<file path="src/hw/rtl/lsfpe_pkg.sv">
// shared types, constants and the pattern table for the line sensor frame decoder
// no dependencies; imported by lsfpe_ctrl, lsfpe_dp and the top level
package lsfpe_pkg;

   localparam logic [7:0] FRAME_HEADER  = 8'h75;
   localparam logic [7:0] FRAME_TRAILER = 8'h02;
   localparam logic [5:0] GAIN_RESET    = 6'd40;

   localparam int SENSOR_COUNT = 7;
   // dividend magnitude is at most 19, so five restoring steps
   localparam int DIV_STEPS    = 5;

   localparam logic [1:0] POS_HEADER = 2'd0;
   localparam logic [1:0] POS_DATA   = 2'd1;
   localparam logic [1:0] POS_TRAIL  = 2'd2;

   localparam logic signed [4:0] BIT_WEIGHT [SENSOR_COUNT] = '{
      -5'sd10, -5'sd6, -5'sd3, 5'sd0, 5'sd3, 5'sd6, 5'sd10
   };

   typedef enum logic [2:0] {
      ST_IDLE,
      ST_LOAD,
      ST_DIV,
      ST_FIX,
      ST_MUL
   } ctrl_state_type;

   typedef struct packed {
      logic accept;
      logic load;
      logic div_step;
      logic fix;
      logic mul;
   } dp_cmd_type;

   typedef struct packed {
      logic last_byte;
      logic frame_ok;
      logic div_skip;
      logic rsp_full;
   } dp_status_type;

   typedef struct packed {
      logic              hit;
      logic signed [4:0] value;
   } pattern_hit_type;

   // known sensor patterns and their raw error
   function automatic pattern_hit_type pattern_lookup(input logic [7:0] bits);
      pattern_hit_type res;
      res.hit = 1'b1;
      case (bits)
         8'h7E:   res.value = -5'sd10;
         8'h7C:   res.value = -5'sd9;
         8'h78:   res.value = -5'sd5;
         8'h79:   res.value = -5'sd4;
         8'h71:   res.value = -5'sd2;
         8'h73:   res.value = -5'sd1;
         8'h63:   res.value = 5'sd0;
         8'h77:   res.value = 5'sd0;
         8'h67:   res.value = 5'sd1;
         8'h47:   res.value = 5'sd2;
         8'h4F:   res.value = 5'sd4;
         8'h0F:   res.value = 5'sd5;
         8'h07:   res.value = 5'sd9;
         8'h03:   res.value = 5'sd10;
         8'h1F:   res.value = 5'sd9;
         8'h3F:   res.value = 5'sd10;
         8'h7F:   res.value = 5'sd0;
         default: begin
            res.hit   = 1'b0;
            res.value = 5'sd0;
         end
      endcase
      return res;
   endfunction

endpackage

</file>
<file path="src/hw/rtl/line_sensor_frame_position_error.sv">
// line sensor frame decoder, top level: one result per valid three-byte frame
// sequence: a table hit or zero error goes from load straight to multiply; otherwise
// the weighted average goes through the 5-step divider and a sign fix first
// throughput: header and data words 1 per cycle while idle; a valid trailer holds
// the input until its result is loaded, and waits unaccepted while an output is pending
// reset (synchronous): byte position to header, gain to 40, output empty
module line_sensor_frame_position_error
   import lsfpe_pkg::*;
(
   input  logic               clock,
   input  logic               reset,
   input  logic               req_valid,
   output logic               req_stall,
   input  logic [7:0]         req_rx_byte,
   input  logic               csr_wr_en,
   input  logic [5:0]         csr_wr_data,
   output logic               rsp_valid,
   input  logic               rsp_stall,
   output logic signed [10:0] rsp_position_error,
   output logic [7:0]         rsp_line_bits
);

   dp_cmd_type     cmd;
   dp_status_type  status;
   ctrl_state_type state;

   lsfpe_ctrl u_ctrl (
      .clock     (clock),
      .reset     (reset),
      .req_valid (req_valid),
      .req_stall (req_stall),
      .status    (status),
      .cmd       (cmd),
      .state     (state)
   );

   lsfpe_dp u_dp (
      .clock              (clock),
      .reset              (reset),
      .req_rx_byte        (req_rx_byte),
      .csr_wr_en          (csr_wr_en),
      .csr_wr_data        (csr_wr_data),
      .cmd                (cmd),
      .status             (status),
      .rsp_valid          (rsp_valid),
      .rsp_stall          (rsp_stall),
      .rsp_position_error (rsp_position_error),
      .rsp_line_bits      (rsp_line_bits)
   );

   a_busy_stalls: assert property (@(posedge clock) disable iff (reset)
      (state != ST_IDLE) |-> req_stall)
      else $error("input not stalled while a frame is in work");

   a_load_into_empty: assert property (@(posedge clock) disable iff (reset)
      (state == ST_MUL) |-> !rsp_valid)
      else $error("result loaded over a pending output word");

   a_rise_from_mul: assert property (@(posedge clock) disable iff (reset)
      $rose(rsp_valid) |-> ($past(state) == ST_MUL))
      else $error("output valid without a multiply step");

   a_error_range: assert property (@(posedge clock) disable iff (reset)
      rsp_valid |-> (rsp_position_error >= -11'sd630) && (rsp_position_error <= 11'sd630))
      else $error("position error out of range");

endmodule

</file>
<file path="src/hw/rtl/lsfpe_ctrl.sv">
// controller state machine: byte acceptance, divide sequencing, result load
// depends on lsfpe_pkg
module lsfpe_ctrl
   import lsfpe_pkg::*;
(
   input  logic           clock,
   input  logic           reset,
   input  logic           req_valid,
   output logic           req_stall,
   input  dp_status_type  status,
   output dp_cmd_type     cmd,
   output ctrl_state_type state
);

   ctrl_state_type state_ff, state_in;
   logic [2:0]     step_ff, step_in;

   always_ff @(posedge clock) begin
      if (reset) begin
         state_ff <= ST_IDLE;
         step_ff  <= '0;
      end else begin
         state_ff <= state_in;
         step_ff  <= step_in;
      end
   end

   always_comb begin
      state_in  = state_ff;
      step_in   = step_ff;
      cmd       = '0;
      // a trailer byte waits until the output word has been taken
      req_stall = (state_ff != ST_IDLE) || (status.last_byte && status.rsp_full);
      case (state_ff)
         ST_IDLE: begin
            cmd.accept = req_valid && !req_stall;
            if (cmd.accept && status.last_byte && status.frame_ok) begin
               state_in = ST_LOAD;
            end
         end
         ST_LOAD: begin
            cmd.load = 1'b1;
            step_in  = '0;
            state_in = status.div_skip ? ST_MUL : ST_DIV;
         end
         ST_DIV: begin
            cmd.div_step = 1'b1;
            step_in      = step_ff + 3'd1;
            if (step_ff == 3'(DIV_STEPS - 1)) begin
               state_in = ST_FIX;
            end
         end
         ST_FIX: begin
            cmd.fix  = 1'b1;
            state_in = ST_MUL;
         end
         ST_MUL: begin
            cmd.mul  = 1'b1;
            state_in = ST_IDLE;
         end
         default: begin
            state_in = ST_IDLE;
         end
      endcase
   end

   assign state = state_ff;

endmodule

</file>
<file path="src/hw/rtl/lsfpe_dp.sv">
// datapath: frame assembly, pattern table, weighted average divider, gain multiply
// depends on lsfpe_pkg; driven by lsfpe_ctrl commands
module lsfpe_dp
   import lsfpe_pkg::*;
(
   input  logic                clock,
   input  logic                reset,
   input  logic [7:0]          req_rx_byte,
   input  logic                csr_wr_en,
   input  logic [5:0]          csr_wr_data,
   input  dp_cmd_type          cmd,
   output dp_status_type       status,
   output logic                rsp_valid,
   input  logic                rsp_stall,
   output logic signed [10:0]  rsp_position_error,
   output logic [7:0]          rsp_line_bits
);

   logic [1:0]         pos_ff, pos_in;
   logic [7:0]         header_hold_ff, header_hold_in;
   logic [7:0]         sensor_hold_ff, sensor_hold_in;
   logic [5:0]         gain_ff, gain_in;
   logic signed [4:0]  raw_ff, raw_in;
   logic [4:0]         quot_ff, quot_in;
   logic [2:0]         rem_ff, rem_in;
   logic [2:0]         divisor_ff, divisor_in;
   logic               neg_ff, neg_in;
   logic               rsp_valid_ff, rsp_valid_in;
   logic signed [10:0] rsp_error_ff, rsp_error_in;
   logic [7:0]         rsp_bits_ff, rsp_bits_in;

   pattern_hit_type    lookup;
   logic signed [5:0]  sum_w;
   logic [2:0]         cnt_w;
   logic [5:0]         sum_abs;
   logic [3:0]         trial;
   logic signed [10:0] product;

   always_ff @(posedge clock) begin
      if (reset) begin
         pos_ff       <= POS_HEADER;
         gain_ff      <= GAIN_RESET;
         rsp_valid_ff <= 1'b0;
      end else begin
         pos_ff       <= pos_in;
         gain_ff      <= gain_in;
         rsp_valid_ff <= rsp_valid_in;
      end
   end

   always_ff @(posedge clock) begin
      header_hold_ff <= header_hold_in;
      sensor_hold_ff <= sensor_hold_in;
      raw_ff         <= raw_in;
      quot_ff        <= quot_in;
      rem_ff         <= rem_in;
      divisor_ff     <= divisor_in;
      neg_ff         <= neg_in;
      rsp_error_ff   <= rsp_error_in;
      rsp_bits_ff    <= rsp_bits_in;
   end

   // active-low sensor bits: sum of weights and count
   always_comb begin
      sum_w = '0;
      cnt_w = '0;
      for (int i = 0; i < SENSOR_COUNT; i++) begin
         if (!sensor_hold_ff[i]) begin
            sum_w = sum_w + {BIT_WEIGHT[i][4], BIT_WEIGHT[i]};
            cnt_w = cnt_w + 3'd1;
         end
      end
      sum_abs = sum_w[5] ? 6'(-sum_w) : sum_w;
   end

   assign lookup  = pattern_lookup(sensor_hold_ff);
   assign trial   = {rem_ff, quot_ff[4]};
   assign product = 11'(raw_ff) * 11'($signed({1'b0, gain_ff}));

   always_comb begin
      pos_in         = pos_ff;
      header_hold_in = header_hold_ff;
      sensor_hold_in = sensor_hold_ff;
      gain_in        = csr_wr_en ? csr_wr_data : gain_ff;
      raw_in         = raw_ff;
      quot_in        = quot_ff;
      rem_in         = rem_ff;
      divisor_in     = divisor_ff;
      neg_in         = neg_ff;
      rsp_error_in   = rsp_error_ff;
      rsp_bits_in    = rsp_bits_ff;
      rsp_valid_in   = rsp_valid_ff && rsp_stall;

      if (cmd.accept) begin
         case (pos_ff)
            POS_HEADER: begin
               header_hold_in = req_rx_byte;
               pos_in         = POS_DATA;
            end
            POS_DATA: begin
               sensor_hold_in = req_rx_byte;
               pos_in         = POS_TRAIL;
            end
            default: begin
               pos_in = POS_HEADER;
            end
         endcase
      end

      if (cmd.load) begin
         raw_in     = lookup.hit ? lookup.value : 5'sd0;
         quot_in    = sum_abs[4:0];
         rem_in     = '0;
         divisor_in = cnt_w;
         neg_in     = sum_w[5];
      end

      // one restoring step per cycle, quotient shifts in from the right
      if (cmd.div_step) begin
         if (trial >= {1'b0, divisor_ff}) begin
            rem_in  = 3'(trial - {1'b0, divisor_ff});
            quot_in = {quot_ff[3:0], 1'b1};
         end else begin
            rem_in  = trial[2:0];
            quot_in = {quot_ff[3:0], 1'b0};
         end
      end

      if (cmd.fix) begin
         raw_in = neg_ff ? $signed(5'(-quot_ff)) : $signed(quot_ff);
      end

      if (cmd.mul) begin
         rsp_error_in = product;
         rsp_bits_in  = sensor_hold_ff;
         rsp_valid_in = 1'b1;
      end
   end

   assign status.last_byte = pos_ff[1];
   assign status.frame_ok  = (header_hold_ff == FRAME_HEADER)
                             && (req_rx_byte == FRAME_TRAILER);
   assign status.div_skip  = lookup.hit || (cnt_w == 3'd0) || (cnt_w >= 3'd6);
   assign status.rsp_full  = rsp_valid_ff;

   assign rsp_valid          = rsp_valid_ff;
   assign rsp_position_error = rsp_error_ff;
   assign rsp_line_bits      = rsp_bits_ff;

endmodule
</file>
<file path="config.mk">
export PLATFORM = sky130hd
export DESIGN_NAME = line_sensor_frame_position_error
export DESIGN_NICKNAME = d
export VERILOG_FILES = /design/src/hw/rtl/lsfpe_pkg.sv /design/src/hw/rtl/line_sensor_frame_position_error.sv /design/src/hw/rtl/lsfpe_ctrl.sv /design/src/hw/rtl/lsfpe_dp.sv
export SDC_FILE = /design/constraint.sdc
export NUM_CORES = 1
export LEC_CHECK = 0
export ABC_CLOCK_PERIOD_IN_PS = 6000
export BUFFER_PORTS_ARGS = -buffer_cell sky130_fd_sc_hd__buf_4
export CAP_MARGIN = 20
export CORE_ASPECT_RATIO = 0.9
export CORE_MARGIN = 2
export CORE_UTILIZATION = 25
export CTS_CLUSTER_DIAMETER = 40
export DETAILED_ROUTE_END_ITERATION = 16
export PLACE_DENSITY = 0.42
export REMOVE_ABC_BUFFERS = 1
export SYNTH_ARGS = -nofsm -noshare
export SYNTH_HDL_FRONTEND = slang
export SYNTH_SLANG_ARGS = --single-unit
export TNS_END_PERCENT = 30
</file>
<file path="constraint.sdc">
create_clock -name clock -period 6 [get_ports clock]
set_clock_uncertainty 0.2 [all_clocks]
set_input_delay 0.3 -clock clock [delete_from_list [all_inputs] [get_ports clock]]
set_output_delay 0.3 -clock clock [all_outputs]
set_load 0.02 [all_outputs]
</file>
* Yosys cells after proc, flatten, opt, wreduce, memory -nomap -nowiden
Index checks and enable logic that the tools add are counted.
** Storage, ports and cells
- Register bits :: 67
- Word-level logic and storage cells :: 120
- Input port bits :: 19
** Operators by class
- Add/subtract/negate cells :: 15
- Reduce and logical (&&, ||, !) cells :: 23
- Magnitude comparators :: 2
- Muxes and demuxes :: 38
- Multiply operators :: 1
- Equal/unequal tests :: 27
** Operators with widths (number)
- 8-bit by 7-bit equality test with 1-bit output (second input constant) :: 13
- 5-bit one-hot mux with 12 select lines :: 1
- 3-bit two-way mux :: 12
- 6-bit two-way mux :: 6
- 5-bit two-way mux :: 7
- 3-bit by 1-bit adder with 3-bit output (second input constant) :: 6
- 17-bit OR reduction :: 1
- 8-bit by 2-bit equality test with 1-bit output (second input constant) :: 2
- 6-bit adder (second input constant) :: 2
- 3-bit one-hot mux with 4 select lines :: 1
- 5-bit by 7-bit multiplier with 11-bit output :: 1
- 5-bit negator :: 2
- 1-bit two-way mux :: 9
- 8-bit by 3-bit equality test with 1-bit output (second input constant) :: 1
- 8-bit by 4-bit equality test with 1-bit output (second input constant) :: 1
- 8-bit by 5-bit equality test with 1-bit output (second input constant) :: 1
- 8-bit by 6-bit equality test with 1-bit output (second input constant) :: 1
- 6-bit by 2-bit adder with 6-bit output (second input constant) :: 1
- 6-bit by 3-bit adder with 6-bit output (second input constant) :: 1
- 6-bit by 4-bit adder with 6-bit output (second input constant) :: 1
- 3-bit by 2-bit equality test with 1-bit output (second input constant) :: 2
- 3-bit equality test (second input constant) :: 2
- 1-bit logical AND :: 6
- 3-bit zero test :: 2
- other kinds (16) :: 24

* Longest topological paths before layout
Gate-level depths: netlist of the first run.
- Depth after elaboration :: 18
- Mapped depth :: 22
- Gate-level depth less buffers :: 21

* Hierarchy
Synthesis of the first run repeated with hierarchy kept, for this count alone.
** Unflattened totals
- Cells, all modules :: 474
- Area total of the unflattened synthesis :: 4749.6 um^2
** Modules (own cells, without submodules)
- lsfpe_dp :: area each 4369.2 um^2, instances 1, cells each 427
- lsfpe_ctrl :: area each 380.4 um^2, instances 1, cells each 47

* Worst setup path before layout of the first run
OpenSTA, ideal clock, no wires.
- Path type :: reg2reg
- Start point :: reg u_dp.sensor_hold_ff[0]
- End point :: reg u_ctrl.state_ff[2] (netlist: u_ctrl.state[2])
- Arrival time :: 4.029 ns
- Path buffers :: 1
- Setup slack :: 1.680 ns
- Data required time :: 5.709 ns
- Cell stages (with the launch flop) :: 22
- Library setup time :: 0.091 ns
- Clock period less this slack :: 4.320 ns
- Path through :: edfxtp_1 inv_1 ha_1 inv_1 ha_1 clkbuf_2 xnor2_1 nor2_1 a21oi_1 ha_1 xor2_1 nor2_1 o21ai_0 or3b_1 nand2_1 ha_1 nor2b_1 xnor2_1 xnor2_1 xnor2_1 or3_1 a311oi_1
** Between the ends
- Word-level cells in the longest chain between the ends :: 18
** Ends and longest elaborated chain
- start, declared :: line lsfpe_dp.sv:21 : logic [7:0] sensor_hold_ff, sensor_hold_in;
- start signal, assigned :: line lsfpe_dp.sv:53 : sensor_hold_ff <= sensor_hold_in;
- 1-bit two-way mux (*) :: line lsfpe_dp.sv:68 : if (!sensor_hold_ff[i]) begin
- 1-bit by 1-bit adder with 2-bit output :: line lsfpe_dp.sv:70 : cnt_w = cnt_w + 3'd1;
- 3-bit two-way mux (*) :: line lsfpe_dp.sv:68
- 3-bit by 1-bit adder with 3-bit output :: line lsfpe_dp.sv:70
- 3-bit two-way mux (*) :: line lsfpe_dp.sv:68
- 3-bit by 1-bit adder with 3-bit output :: line lsfpe_dp.sv:70
- 3-bit two-way mux (*) :: line lsfpe_dp.sv:68
- 3-bit by 1-bit adder with 3-bit output :: line lsfpe_dp.sv:70
- (+2 left out)
- 3-bit two-way mux (*) :: line lsfpe_dp.sv:68
- 3-bit by 1-bit adder with 3-bit output :: line lsfpe_dp.sv:70
- 3-bit two-way mux (*) :: line lsfpe_dp.sv:68
- named net u_dp.cnt_w[2] :: line lsfpe_dp.sv:34 : logic [2:0] cnt_w;
- parallel branches: the longest is 2 deep, another holds 3-bit >= comparator
- 1-bit logical OR (*) :: line lsfpe_dp.sv:143 : assign status.div_skip = lookup.hit || (cnt_w == 3'd0) || (cnt_w >= 3'd6);
- 3-bit two-way mux (*) :: line lsfpe_ctrl.sv:44 : state_in = status.div_skip ? ST_MUL : ST_DIV;
- 3-bit one-hot mux with 4 select lines (*) :: line lsfpe_ctrl.sv:34 : case (state_ff)
- end signal, assigned :: line lsfpe_ctrl.sv:23 : state_ff <= state_in;
- end, declared :: line lsfpe_ctrl.sv:15 : ctrl_state_type state_ff, state_in;
Mark *: on every way through the listed nets, which the timed path passes.
A chain may end at the register's enable or synchronous reset.

* Final worst setup path of the first run
Same ends and word-level chain as after synthesis.

==> summary.md, run 1 <==
| Metric | Value |
|---|---|
| CTS resizes | `0` |
| Height of the chip | `135 um` |
| Outcome | `finished, final reports clean` |
| Multi-input logic area | `2670 um^2` |
| Number of antenna violations at the first check in global routing | `0` |
| Via count | `3543` |
| Area of the core | `19000 um^2` |
| Crit path required time | `6.06 ns` |
| CTS tree | `done` |
| Max incr delay on CP | `0.43 ns` |
| Critical R2R Capture | `u_ctrl.state[2]` |
| Site row count | `48` |
| Largest delay contributor family on the critical path | `simple AND/OR/NAND/NOR gates` |
| Worst VDD drop | `148 uV` |
| Primary FF master, synth | `edfxtp_1` |
| GRT Total Usage | `0.112` |
| Max Clk Rate | `0.213 GHz` |
| LEAKAGE | `2.36 nW` |
| Crit Path Category | `register to register` |
| IO Count | `40` |
| CP max-delay cell | `ha_1` |
| Worst Setup End Kind | `register` |
| Final Max Slew Viols | `0` |
| Die area | `20300 um^2` |
| Post-synth top area cell | `edfxtp_1` |
| Nets | `604` |
| Post-Route WL | `10600 um` |
| DRT Pass-1 Iters | `4` |
| Max clock buf depth | `2` |
| Drt drc | `0` |
| Grt ovf | `0` |
| Async SR Flop Fraction | `0` |
| Final Setup Violations | `0` |
| Cells after synthesis | `476` |
| Diode count | `0` |
| Avg Synthesized Cell Area | `10.1 um^2` |
| Yosys reg bits | `67` |
| I/O Buffers | `39` |
| CTS Root Cell | `clkbuf_16` |
| Critical path cell sequence | `inv_1 > ha_1 > inv_1 > ha_1 > xnor2_1 > nor2_1 > a21oi_1 > ha_1 > xor2_1 > nor2_1 > nor3_1 > or3b_1 > nand2_1 > ha_1 > nor2b_1 > xnor2_1 > xnor2_1 > xnor2_1 > or3_1 > a311oi_1` |
| H-Tree Depth | `3` |
| Routed len/inst | `13.5 um` |
| Period utilization | `0.784` |
| Setup crit start kind | `register` |
| Share of the synthesized area in the top cell type | `0.326` |
| WP buf/inv | `2` |
| WP depth | `20` |
| Distinct cell type count after synthesis | `62` |
| Hold path startpoint | `csr_wr_data[1]` |
| Area delta synth->final | `20.8%` |
| Inst Count DP | `753` |
| Worst-path clk slew | `0.06 ns` |
| Worst-margin pin slew | `0.996 ns` |
| Synthesized cell area | `4790 um^2` |
| Number of global-route vias before repair | `3604` |
| PwrDens | `239 nW/um^2` |
| Top cells by area, synth | `edfxtp_1 (33%), ha_1 (11%), dfxtp_1 (6.3%)` |
| Critical path peak fanout | `6` |
| Worst-Skew Late Latency | `0.34 ns` |
| Worst hold path type | `input pin to register` |
| Register area | `1860 um^2` |
| R2R setup slack | `1.30 ns` |
| Most common cell in the synthesized netlist | `edfxtp_1` |
| Layout fillers | `2000` |
| Post-synth EDFFs | `52` |
| HPWL after detailed placement | `7960 um` |
| Seq/Total Area, Yosys | `0.389` |
| Largest net degree at the start of global routing | `30` |
| # clock sinks | `67` |
| Most frequent cells after synthesis | `edfxtp_1 (52), inv_1 (49), nor2_1 (48), ha_1 (42), xnor2_1 (28)` |
| Rel. slew slack | `0.333` |
| Sum Neg Setup Slack | `0 ns` |
| First-pass GRT wire length | `17800 um` |
| Worst r2r path cells | `20` |
| MaxCap Viol Count | `0` |
| Hold Path Depth | `3` |
| Origin of the critical flop-to-flop path | `u_dp.sensor_hold_ff[0]` |
| Worst path arrival time | `4.76 ns` |
| Min Clock Period, post-route | `4.70 ns` |
| GP Congestion | `0.767` |
| Final hold viol count | `0` |
| DRT antenna net count | `0` |
| Vias per cell | `4.52` |
| Unrepaired setup endpoints after global routing | `no` |
| Starting Density | `0.253` |
| Share of layout cells above drive strength 1 | `0.135` |
| CTS buffer count | `9` |
| Die W | `150 um` |
| Synth Warn # | `0` |
| Detailed Route Iter0 Violations | `224` |
| Fin cells | `784` |
| Hold Path End | `u_dp.gain_ff[1]` |
-- registers in the layout, indices dropped and copies added, names as in the netlist, 5 cells and up --
signal                   count
u_dp.header_hold_ff          8
u_dp.rsp_position_error     11
u_dp.rsp_line_bits           8
u_dp.gain_ff                 6
u_dp.quot_ff                 5
u_dp.raw_ff                  5
u_dp.sensor_hold_ff          8
-- per-stage QoR --
step | hold WS [ns] | utilization | setup WS, ns | power, mW | instance area, um^2
after floorplan | 0.172 | - | 1.67 | 0.807 | 4720
final | 0.0275 | 0.305 | 1.30 | 1.38 | 5790
after global routing | 0.0530 | 0.305 | 0.825 | 1.48 | 5790
after CTS | 0.0131 | 0.305 | 1.33 | 1.41 | 5780
after global placement | 0.276 | 0.282 | 1.47 | 0.874 | 5360
after detailed placement | 0.292 | 0.282 | 1.35 | 0.877 | 5360
-- logic make-up after synthesis --
| logic type | synth area share |
|---|---|
| AO/OA/AOI/OAI | 0.128 |
| XOR/XNOR | 0.0775 |
| adder cells (fa/ha/maj) | 0.168 |
| buffers and inverters | 0.0556 |
| flip-flops | 0.389 |
| multiplexers | 0.0214 |
| AND/OR/NAND/NOR | 0.161 |
-- what timing repair did --
item                      in CTS  in global routing
hold endpoints to repair      22                  0
setup buffers                  0                  0
hold buffers                  14                  0
-- worst reg2reg max path, delay by kind of cell (launching register included) --
family / cells / cell delay [ns]
fa+ha+maj: 4 / 1.20
compound gates: 2 / 0.40
flops: 1 / 0.41
xor+xnor: 5 / 0.92
buf+inv: 2 / 0.20
simple gates: 7 / 1.28
-- report_power, final --
| part | internal, mW | switching, mW |
|---|---|---|
| registers | 0.528 | 0.0109 |
| clock network | 0.315 | 0.196 |
| logic | 0.162 | 0.174 |
| total | 1.00 | 0.380 |
-- routing by layer --
metal | vias up | global-route usage | share of wire
met5 | - | 0 | 0
met1 | 1694 | 0.136 | 0.46
met3 | 11 | 0.0310 | 0.033
met2 | 67 | 0.194 | 0.49
li1 | 1771 | - | -
met4 | 0 | 0.0362 | 0.012
-- worst max path at each step --
stage | start | to | slack [ns]
finish | u_dp.sensor_hold_ff[0] | u_ctrl.state[2] | 1.30
global route | u_dp.sensor_hold_ff[1] | u_ctrl.state[2] | 0.82
CTS | u_dp.sensor_hold_ff[0] | u_ctrl.state[2] | 1.33
detailed placement | u_dp.sensor_hold_ff[0] | u_ctrl.state[2] | 1.35
global placement | u_dp.sensor_hold_ff[0] | u_ctrl.state[2] | 1.47
floorplan | u_dp.sensor_hold_ff[0] | u_ctrl.state[2] | 1.67
-- layout make-up --
cell class / count / share of cell area
Inverter: 51 / 0.0331
Clock inverter: 2 / 0.00173
Timing Repair Buffer: 58 / 0.0812
Tap cell: 250 / 0.0540
Multi-Input combinational cell: 342 / 0.461
Clock buffer: 14 / 0.0475
Sequential cell: 67 / 0.322
-- layout by cell type, fill, tap and decap left out, types with 3 or more instances in the layout --
cell type,count
edfxtp_1,52
inv_1,49
nor2_1,48
buf_4,43
ha_1,42
xnor2_1,28
nand2_1,24
a21oi_1,24
and2_1,17
dfxtp_1,15
nor2b_1,14
fa_1,14
dlygate4sd3_1,14
nand2b_1,12
clkbuf_16,10
nor3_1,9
xor2_1,8
a31oi_1,8
mux2i_1,8
o21ai_0,8
nand3_1,7
o31ai_1,6
nand4_1,5
a21o_1,4
a311oi_1,4
a211oi_1,4
a211o_1,4
o22ai_1,4
o21bai_1,3
o211ai_1,3
nor4_1,3
clkbuf_1,3
(Power assumes the default switching activity.)
==> inputs of run 2 (changes only) <==
--- a/config.mk
+++ b/config.mk
@@ -5,7 +5,7 @@
 export SDC_FILE = /design/constraint.sdc
 export NUM_CORES = 1
 export LEC_CHECK = 0
-export ABC_CLOCK_PERIOD_IN_PS = 6000
+export ABC_CLOCK_PERIOD_IN_PS = 4100
 export BUFFER_PORTS_ARGS = -buffer_cell sky130_fd_sc_hd__buf_4
 export CAP_MARGIN = 20
 export CORE_ASPECT_RATIO = 0.9
@@ -13,7 +13,7 @@
 export CORE_UTILIZATION = 25
 export CTS_CLUSTER_DIAMETER = 40
 export DETAILED_ROUTE_END_ITERATION = 16
-export PLACE_DENSITY = 0.42
+export PLACE_DENSITY = 0.43
 export REMOVE_ABC_BUFFERS = 1
 export SYNTH_ARGS = -nofsm -noshare
 export SYNTH_HDL_FRONTEND = slang
==> constraint.sdc (replaced) <==
create_clock -name clock -period 4.1 [get_ports clock]
set_clock_uncertainty 0.2 [all_clocks]
set_input_delay 0.205 -clock clock [delete_from_list [all_inputs] [get_ports clock]]
set_output_delay 0.205 -clock clock [all_outputs]
set_load 0.02 [all_outputs]
==> summary.md, run 2 (synthesized netlist as in run 1, its figures left out) <==
| Metric | Value |
|---|---|
| CTS tree | `done (unchanged)` |
| Area delta synth->final | `32.0% (was 20.8%)` |
| Largest net degree at the start of global routing | `28 (was 30)` |
| Via count | `3675 (was 3543)` |
| Final Max Slew Viols | `0 (unchanged)` |
| Worst VDD drop | `221 uV (was 148 uV)` |
| PwrDens | `346 nW/um^2 (was 239 nW/um^2)` |
| Global Route met1 Usage | `0.137 (was 0.136)` |
| Clk pwr share | `0.374 (was 0.369)` |
| Outcome | `finished, final reports clean (unchanged)` |
| Diode count | `0 (unchanged)` |
| Worst-Skew Late Latency | `0.34 ns (about the same)` |
| Min Clock Period, post-route | `3.96 ns (was 4.70 ns)` |
| Crit path required time | `4.15 ns (was 6.06 ns)` |
| Height of the chip | `135 um (unchanged)` |
| Number of antenna violations at the first check in global routing | `0 (unchanged)` |
| Most common cell after layout, fill and taps aside | `buf_4 (was edfxtp_1)` |
| CP most frequent cell | `xnor2_1` |
| H-Tree Depth | `3 (unchanged)` |
| Routed len/inst | `12.9 um (was 13.5 um)` |
| Final Power | `2.19 mW (was 1.38 mW)` |
| Grt ovf | `0 (unchanged)` |
| Largest delay contributor family on the critical path | `simple AND/OR/NAND/NOR gates (unchanged)` |
| Period utilization | `0.965 (was 0.784)` |
| Final Util | `0.333 (was 0.305)` |
| Max Clk Rate | `0.253 GHz (was 0.213 GHz)` |
| Nets | `651 (was 604)` |
| HPWL after detailed placement | `8250 um (was 7960 um)` |
| LEAKAGE | `2.60 nW (was 2.36 nW)` |
| Rel. slew slack | `0.375 (was 0.333)` |
| Max clock buf depth | `2 (unchanged)` |
| GP Congestion | `0.835 (was 0.767)` |
| Die area | `20300 um^2 (unchanged)` |
| IO Count | `40 (unchanged)` |
| Net Sw Frac | `0.264 (was 0.274)` |
| Crit Path Category | `register to register (unchanged)` |
| Number of global-route vias before repair | `3820 (was 3604)` |
| Worst-path clk slew | `0.05 ns (was 0.06 ns)` |
| Post-Route WL | `10700 um (was 10600 um)` |
| Critical path peak fanout | `5 (was 6)` |
| Starting Density | `0.253 (unchanged)` |
| Met2 usage | `0.198 (was 0.194)` |
| Worst path arrival time | `4.01 ns (was 4.76 ns)` |
| Detailed Route Iter0 Violations | `265 (was 224)` |
| CTS buffer count | `9 (unchanged)` |
| Most frequent cells in the layout | `buf_4 (77), edfxtp_1 (52), nor2_1 (47) (was edfxtp_1 (52), inv_1 (49), nor2_1 (48))` |
| # clock sinks | `67 (unchanged)` |
| Vias per cell | `4.42 (was 4.52)` |
| MaxCap Viol Count | `0 (unchanged)` |
| Area of the core | `19000 um^2 (unchanged)` |
| Unrepaired setup endpoints after global routing | `yes (was no)` |
| Largest register by flop count | `u_dp.rsp_position_error (unchanged)` |
| Comb pwr share | `0.267 (was 0.242)` |
| Final Setup Violations | `0 (unchanged)` |
| GRT met3 Usage | `0.0300 (was 0.0310)` |
| Site row count | `48 (unchanged)` |
| Fin cells | `831 (was 784)` |
| I/O Buffers | `39 (unchanged)` |
| Critical path cell sequence | `inv_2 > ha_4 > inv_4 > ha_4 > buf_4 > xnor2_2 > ha_1 > xor2_1 > nor2_1 > nor3_1 > or3b_4 > nand2_2 > ha_1 > nor2b_2 > xnor2_1 > xnor2_1 > xnor2_1 > or3_4 > a311oi_2 (was inv_1 > ha_1 > inv_1 > ha_1 > xnor2_1 > nor2_1 > a21oi_1 > ha_1 > xor2_1 > nor2_1 > nor3_1 > or3b_1 > nand2_1 > ha_1 > nor2b_1 > xnor2_1 > xnor2_1 > xnor2_1 > or3_1 > a311oi_1)` |
| Busiest grt layer | `met2 (unchanged)` |
| Setup crit start kind | `register (unchanged)` |
| DRT antenna net count | `0 (unchanged)` |
| Max incr delay on CP | `0.41 ns (was 0.43 ns)` |
| Max FFs per register | `11 (unchanged)` |
| Share of layout cells above drive strength 1 | `0.229 (was 0.135)` |
| Internal | `1.61 mW (was 1.00 mW)` |
| Part of the power in registers | `0.359 (was 0.389)` |
| Inst Count DP | `784 (was 753)` |
| CTS Root Cell | `clkbuf_16 (unchanged)` |
| Worst Setup End Kind | `register (unchanged)` |
| Die W | `150 um (unchanged)` |
| Worst hold path type | `input pin to register (unchanged)` |
| DRT Pass-1 Iters | `4 (unchanged)` |
| Drt drc | `0 (unchanged)` |
| First-pass GRT wire length | `18200 um (was 17800 um)` |
| CP max-delay cell | `edfxtp_1 (was ha_1)` |
| Final hold viol count | `0 (unchanged)` |
| GRT Total Usage | `0.115 (was 0.112)` |
| Worst-margin pin slew | `0.934 ns (was 0.996 ns)` |
| WP buf/inv | `3 (was 2)` |
| Switching pwr | `578 uW (was 380 uW)` |
[run 2: cell types whose count changed in the layout (fill, tap and decap cells not counted), moves of 3 or more]
cell,before,now
buf_4,43,77
dlygate4sd3_1,14,27
a21oi_1,24,19
a21oi_2,0,4
inv_1,49,45
ha_1,42,39
inv_2,2,5
nand2_1,24,21
nand2_2,0,3
[run 2: layout make-up]
| class | count | area (um^2) |
|---|---|---|
| Inverter | 51 | 194 |
| Fill cell | 1962 | 12700 |
| Timing Repair Buffer | 105 | 856 |
| Tap cell | 250 | 313 |
| Sequential cell | 67 | 1860 |
| Multi-Input combinational cell | 342 | 2790 |
| Clock inverter | 4 | 76.3 |
| Clock buffer | 12 | 236 |
[run 2: power by group through the flow]
stage	Sequential (mW)	Clock, mW	Combinational (mW)
floorplan	0.801	0	0.380
global placement	0.798	0	0.529
detailed placement	0.798	0	0.533
CTS	0.784	0.849	0.563
global route	0.786	0.872	0.675
finish	0.785	0.818	0.585
[run 2: path summary, 6_finish.rpt]
check / slack [ns] / depth (start not counted) / end / start
hold reg to reg: 0.29 / 1 / u_ctrl.state[0] / u_ctrl.state[2]
setup / recovery: 0.14 / 19 / u_ctrl.state[2] / u_dp.sensor_hold_ff[0]
setup reg to reg: 0.14 / 19 / u_ctrl.state[2] / u_dp.sensor_hold_ff[0]
hold / removal: 0.13 / 4 / u_dp.pos_ff[1] / req_valid
[run 2: layer usage]
layer,part of all wire,vias up
li1,-,1862
met3,0.037,15
met2,0.49,67
met4,0.018,0
met1,0.45,1731
met5,0,-
[run 2: stage by stage]
| step | hold slack, ns | setup TNS, ns | worst slack [ns] | area, um^2 |
|---|---|---|---|---|
| after floorplan | 0.0774 | -0.397 | -0.229 | 4720 |
| final | 0.132 | 0 | 0.143 | 6320 |
| after detailed placement | 0.210 | -0.153 | -0.123 | 5590 |
| after CTS | 0.120 | 0 | 0.0215 | 6200 |
| after global placement | 0.206 | 0 | 0.0246 | 5590 |
| after global routing | 0.151 | -0.248 | -0.111 | 6320 |
[run 2: repair_timing]
| action | in CTS | in global routing |
|---|---|---|
| hold endpoints to repair | 31 | 0 |
| resized for setup | 4 | 26 |
| pin swaps | 2 | 18 |
| hold buffers | 27 | 0 |
| setup endpoints to repair | 2 | 9 |
| buffers inserted | 0 | 3 |
[run 2: worst min-delay path: stages]
cell	delay (ns)
buf_4	0.11
nand3_1	0.15
a21oi_1	0.09
nor2_1	0.08
==> inputs of run 3 (changes only) <==
--- a/config.mk
+++ b/config.mk
@@ -6,14 +6,14 @@
 export NUM_CORES = 1
 export LEC_CHECK = 0
 export ABC_CLOCK_PERIOD_IN_PS = 4100
-export BUFFER_PORTS_ARGS = -buffer_cell sky130_fd_sc_hd__buf_4
 export CAP_MARGIN = 20
 export CORE_ASPECT_RATIO = 0.9
 export CORE_MARGIN = 2
 export CORE_UTILIZATION = 25
 export CTS_CLUSTER_DIAMETER = 40
 export DETAILED_ROUTE_END_ITERATION = 16
-export PLACE_DENSITY = 0.43
+export DONT_BUFFER_PORTS = 1
+export PLACE_DENSITY = 0.42
 export REMOVE_ABC_BUFFERS = 1
 export SYNTH_ARGS = -nofsm -noshare
 export SYNTH_HDL_FRONTEND = slang
==> summary.md, run 3 (synthesized netlist as in run 1, its figures left out) <==
| Metric | Value |
|---|---|
| Worst-margin pin slew | `0.927 ns (was 0.934 ns)` |
| Crit path required time | `4.14 ns (was 4.15 ns)` |
| Worst hold path type | `input pin to register (unchanged)` |
| Critical R2R Capture | `u_ctrl.state[2] (unchanged)` |
| GP Congestion | `0.822 (was 0.835)` |
| Final hold viol count | `0 (unchanged)` |
| Fin cells | `788 (was 831)` |
| MaxCap Viol Count | `0 (unchanged)` |
| Max FFs per register | `11 (unchanged)` |
| Hold Path Depth | `3 (was 4)` |
| Largest register by flop count | `u_dp.rsp_position_error (unchanged)` |
| Die area | `20300 um^2 (unchanged)` |
| R2R setup slack | `0.20 ns (was 0.14 ns)` |
| Hold path startpoint | `req_valid (unchanged)` |
| Number of antenna violations at the first check in global routing | `0 (unchanged)` |
| Area of the core | `19000 um^2 (unchanged)` |
| DRT Pass-1 Iters | `4 (unchanged)` |
| Inst Count DP | `747 (was 784)` |
| CTS buffer count | `9 (unchanged)` |
| Setup crit start kind | `register (unchanged)` |
| CP max-delay cell | `edfxtp_1 (unchanged)` |
| Worst Setup End Kind | `register (unchanged)` |
| Min Clock Period, post-route | `3.90 ns (was 3.96 ns)` |
| CTS tree | `done (unchanged)` |
| Worst-path clk slew | `0.06 ns (was 0.05 ns)` |
| Worst-Skew Late Latency | `0.33 ns (was 0.34 ns)` |
| Site row count | `48 (unchanged)` |
| Number of global-route vias before repair | `3517 (was 3820)` |
| Nets | `608 (was 651)` |
| DRT antenna net count | `0 (unchanged)` |
| Final Util | `0.315 (was 0.333)` |
| Worst path arrival time | `3.94 ns (was 4.01 ns)` |
| First-pass GRT wire length | `17500 um (was 18200 um)` |
| Drt drc | `0 (unchanged)` |
| Share of layout cells above drive strength 1 | `0.178 (was 0.229)` |
| Min Hold Slack | `0.0162 ns (was 0.132 ns)` |
| Critical path peak fanout | `2 (was 5)` |
| Vias per cell | `4.41 (was 4.42)` |
| IO Count | `40 (unchanged)` |
| Most frequent cells in the layout | `edfxtp_1 (52), nor2_1 (48), inv_1 (45) (was buf_4 (77), edfxtp_1 (52), nor2_1 (47))` |
| Final Max Slew Viols | `0 (unchanged)` |
| Most common cell after layout, fill and taps aside | `edfxtp_1 (was buf_4)` |
| Max Clk Rate | `0.256 GHz (was 0.253 GHz)` |
| CP startpoint | `u_dp.sensor_hold_ff[1] (was u_dp.sensor_hold_ff[0])` |
| LEAKAGE | `2.38 nW (was 2.60 nW)` |
| Starting Density | `0.253 (unchanged)` |
| I/O Buffers | `0 (was 39)` |
| Critical path cell sequence | `inv_2 > ha_4 > inv_4 > ha_4 > xnor2_2 > nor2_1 > a21oi_2 > ha_1 > xor2_1 > nor2_1 > nor3_1 > or3b_4 > nand2_2 > ha_2 > nor2b_4 > xnor2_2 > xnor2_1 > xnor2_1 > or3_4 > a311oi_2 (was inv_2 > ha_4 > inv_4 > ha_4 > buf_4 > xnor2_2 > ha_1 > xor2_1 > nor2_1 > nor3_1 > or3b_4 > nand2_2 > ha_1 > nor2b_2 > xnor2_1 > xnor2_1 > xnor2_1 > or3_4 > a311oi_2)` |
| Detailed Route Iter0 Violations | `166 (was 265)` |
| # clock sinks | `67 (unchanged)` |
| Hold Path End | `u_dp.pos_ff[1] (unchanged)` |
| Unrepaired setup endpoints after global routing | `yes (unchanged)` |
| CTS Root Cell | `clkbuf_16 (unchanged)` |
| Worst VDD drop | `181 uV (was 221 uV)` |
| Via count | `3474 (was 3675)` |
| Routed len/inst | `13.4 um (was 12.9 um)` |
| Worst r2r path cells | `20 (was 19)` |
| H-Tree Depth | `3 (unchanged)` |
| Grt ovf | `0 (unchanged)` |
| Period utilization | `0.951 (was 0.965)` |
| Max clock buf depth | `2 (unchanged)` |
| Final Setup Violations | `0 (unchanged)` |
| PwrDens | `345 nW/um^2 (was 346 nW/um^2)` |
| HPWL after detailed placement | `8120 um (was 8250 um)` |
| GRT Total Usage | `0.110 (was 0.115)` |
| Diode count | `0 (unchanged)` |
| Max incr delay on CP | `0.39 ns (was 0.41 ns)` |
| Origin of the critical flop-to-flop path | `u_dp.sensor_hold_ff[1] (was u_dp.sensor_hold_ff[0])` |
| Outcome | `finished, final reports clean (unchanged)` |
| Height of the chip | `135 um (unchanged)` |
| Crit Path Category | `register to register (unchanged)` |
| Post-Route WL | `10600 um (was 10700 um)` |
| Rel. slew slack | `0.379 (was 0.375)` |
| Largest net degree at the start of global routing | `28 (unchanged)` |
| Area delta synth->final | `24.6% (was 32.0%)` |
| Die W | `150 um (unchanged)` |
[run 3: cell count changes in the layout (fill, tap and decap cells not counted), moves of 2 or more]
cell / change
buf_4: -38
dlygate4sd3_1: -6
bufinv_16: -2
inv_4: +2
nor2b_2: -2
[run 3: layout make-up]
type                       count  area [um^2]
inverter                      51          194
clock inverter                 4         26.3
sequential                    67         1860
timing repair buffer          62          522
clock buffer                  12          246
tap                          250          313
multi-input combinational    342         2810
fill                        2031        13000
[run 3: worst max-delay path by stage]
stage / endpoint / slack (ns)
after floorplan: u_ctrl.state[2] / -0.23
after global placement: u_ctrl.state[2] / 0.02
after detailed placement: u_ctrl.state[2] / -0.07
after CTS: u_ctrl.state[2] / 0.02
after global routing: u_ctrl.state[2] / -0.05
final: u_ctrl.state[2] / 0.20
[run 3: power breakdown]
| group | internal [mW] | switching (mW) |
|---|---|---|
| sequential | 0.773 | 0.0120 |
| clock | 0.427 | 0.281 |
| combinational | 0.288 | 0.279 |
| total | 1.49 | 0.571 |
[run 3: timing repair]
| item | in CTS | in global routing |
|---|---|---|
| cloned | 0 | 0 |
| pin swaps | 0 | 15 |
| endpoints found under the hold margin | 31 | 0 |
| gates resized for setup | 4 | 29 |
| buffers inserted | 0 | 3 |
| hold buffers | 21 | 0 |
| endpoints found under the setup margin | 2 | 6 |
[run 3: worst max-delay path, delay by kind of cell, from the launching register on]
kind / cells / cell delay [ns]
and+or+nand+nor: 7 / 1.28
adders and majority gates: 4 / 0.87
xor gates and xnor gates: 5 / 0.65
DFF: 1 / 0.39
AOI/OAI and AO/OA: 2 / 0.24
buffers and inverters: 2 / 0.17
[run 3: per-stage QoR]
step	instance area (um^2)	setup slack [ns]	setup TNS, ns	power (mW)
after global routing	5970	-0.0546	-0.0787	2.19
after detailed placement	5310	-0.0720	-0.0990	1.31
final	5970	0.201	0	2.06
after global placement	5310	0.0181	0	1.30
after floorplan	4720	-0.229	-0.397	1.18
after CTS	5820	0.0181	0	2.06
[run 3: layer usage]
| metal | track usage | vias up | wire, um |
|---|---|---|---|
| met5 | 0 | - | 0 |
| met4 | 0.0288 | 0 | 119 |
| met3 | 0.0293 | 8 | 334 |
| met2 | 0.188 | 54 | 5210 |
| met1 | 0.136 | 1631 | 4930 |
| li1 | - | 1781 | - |
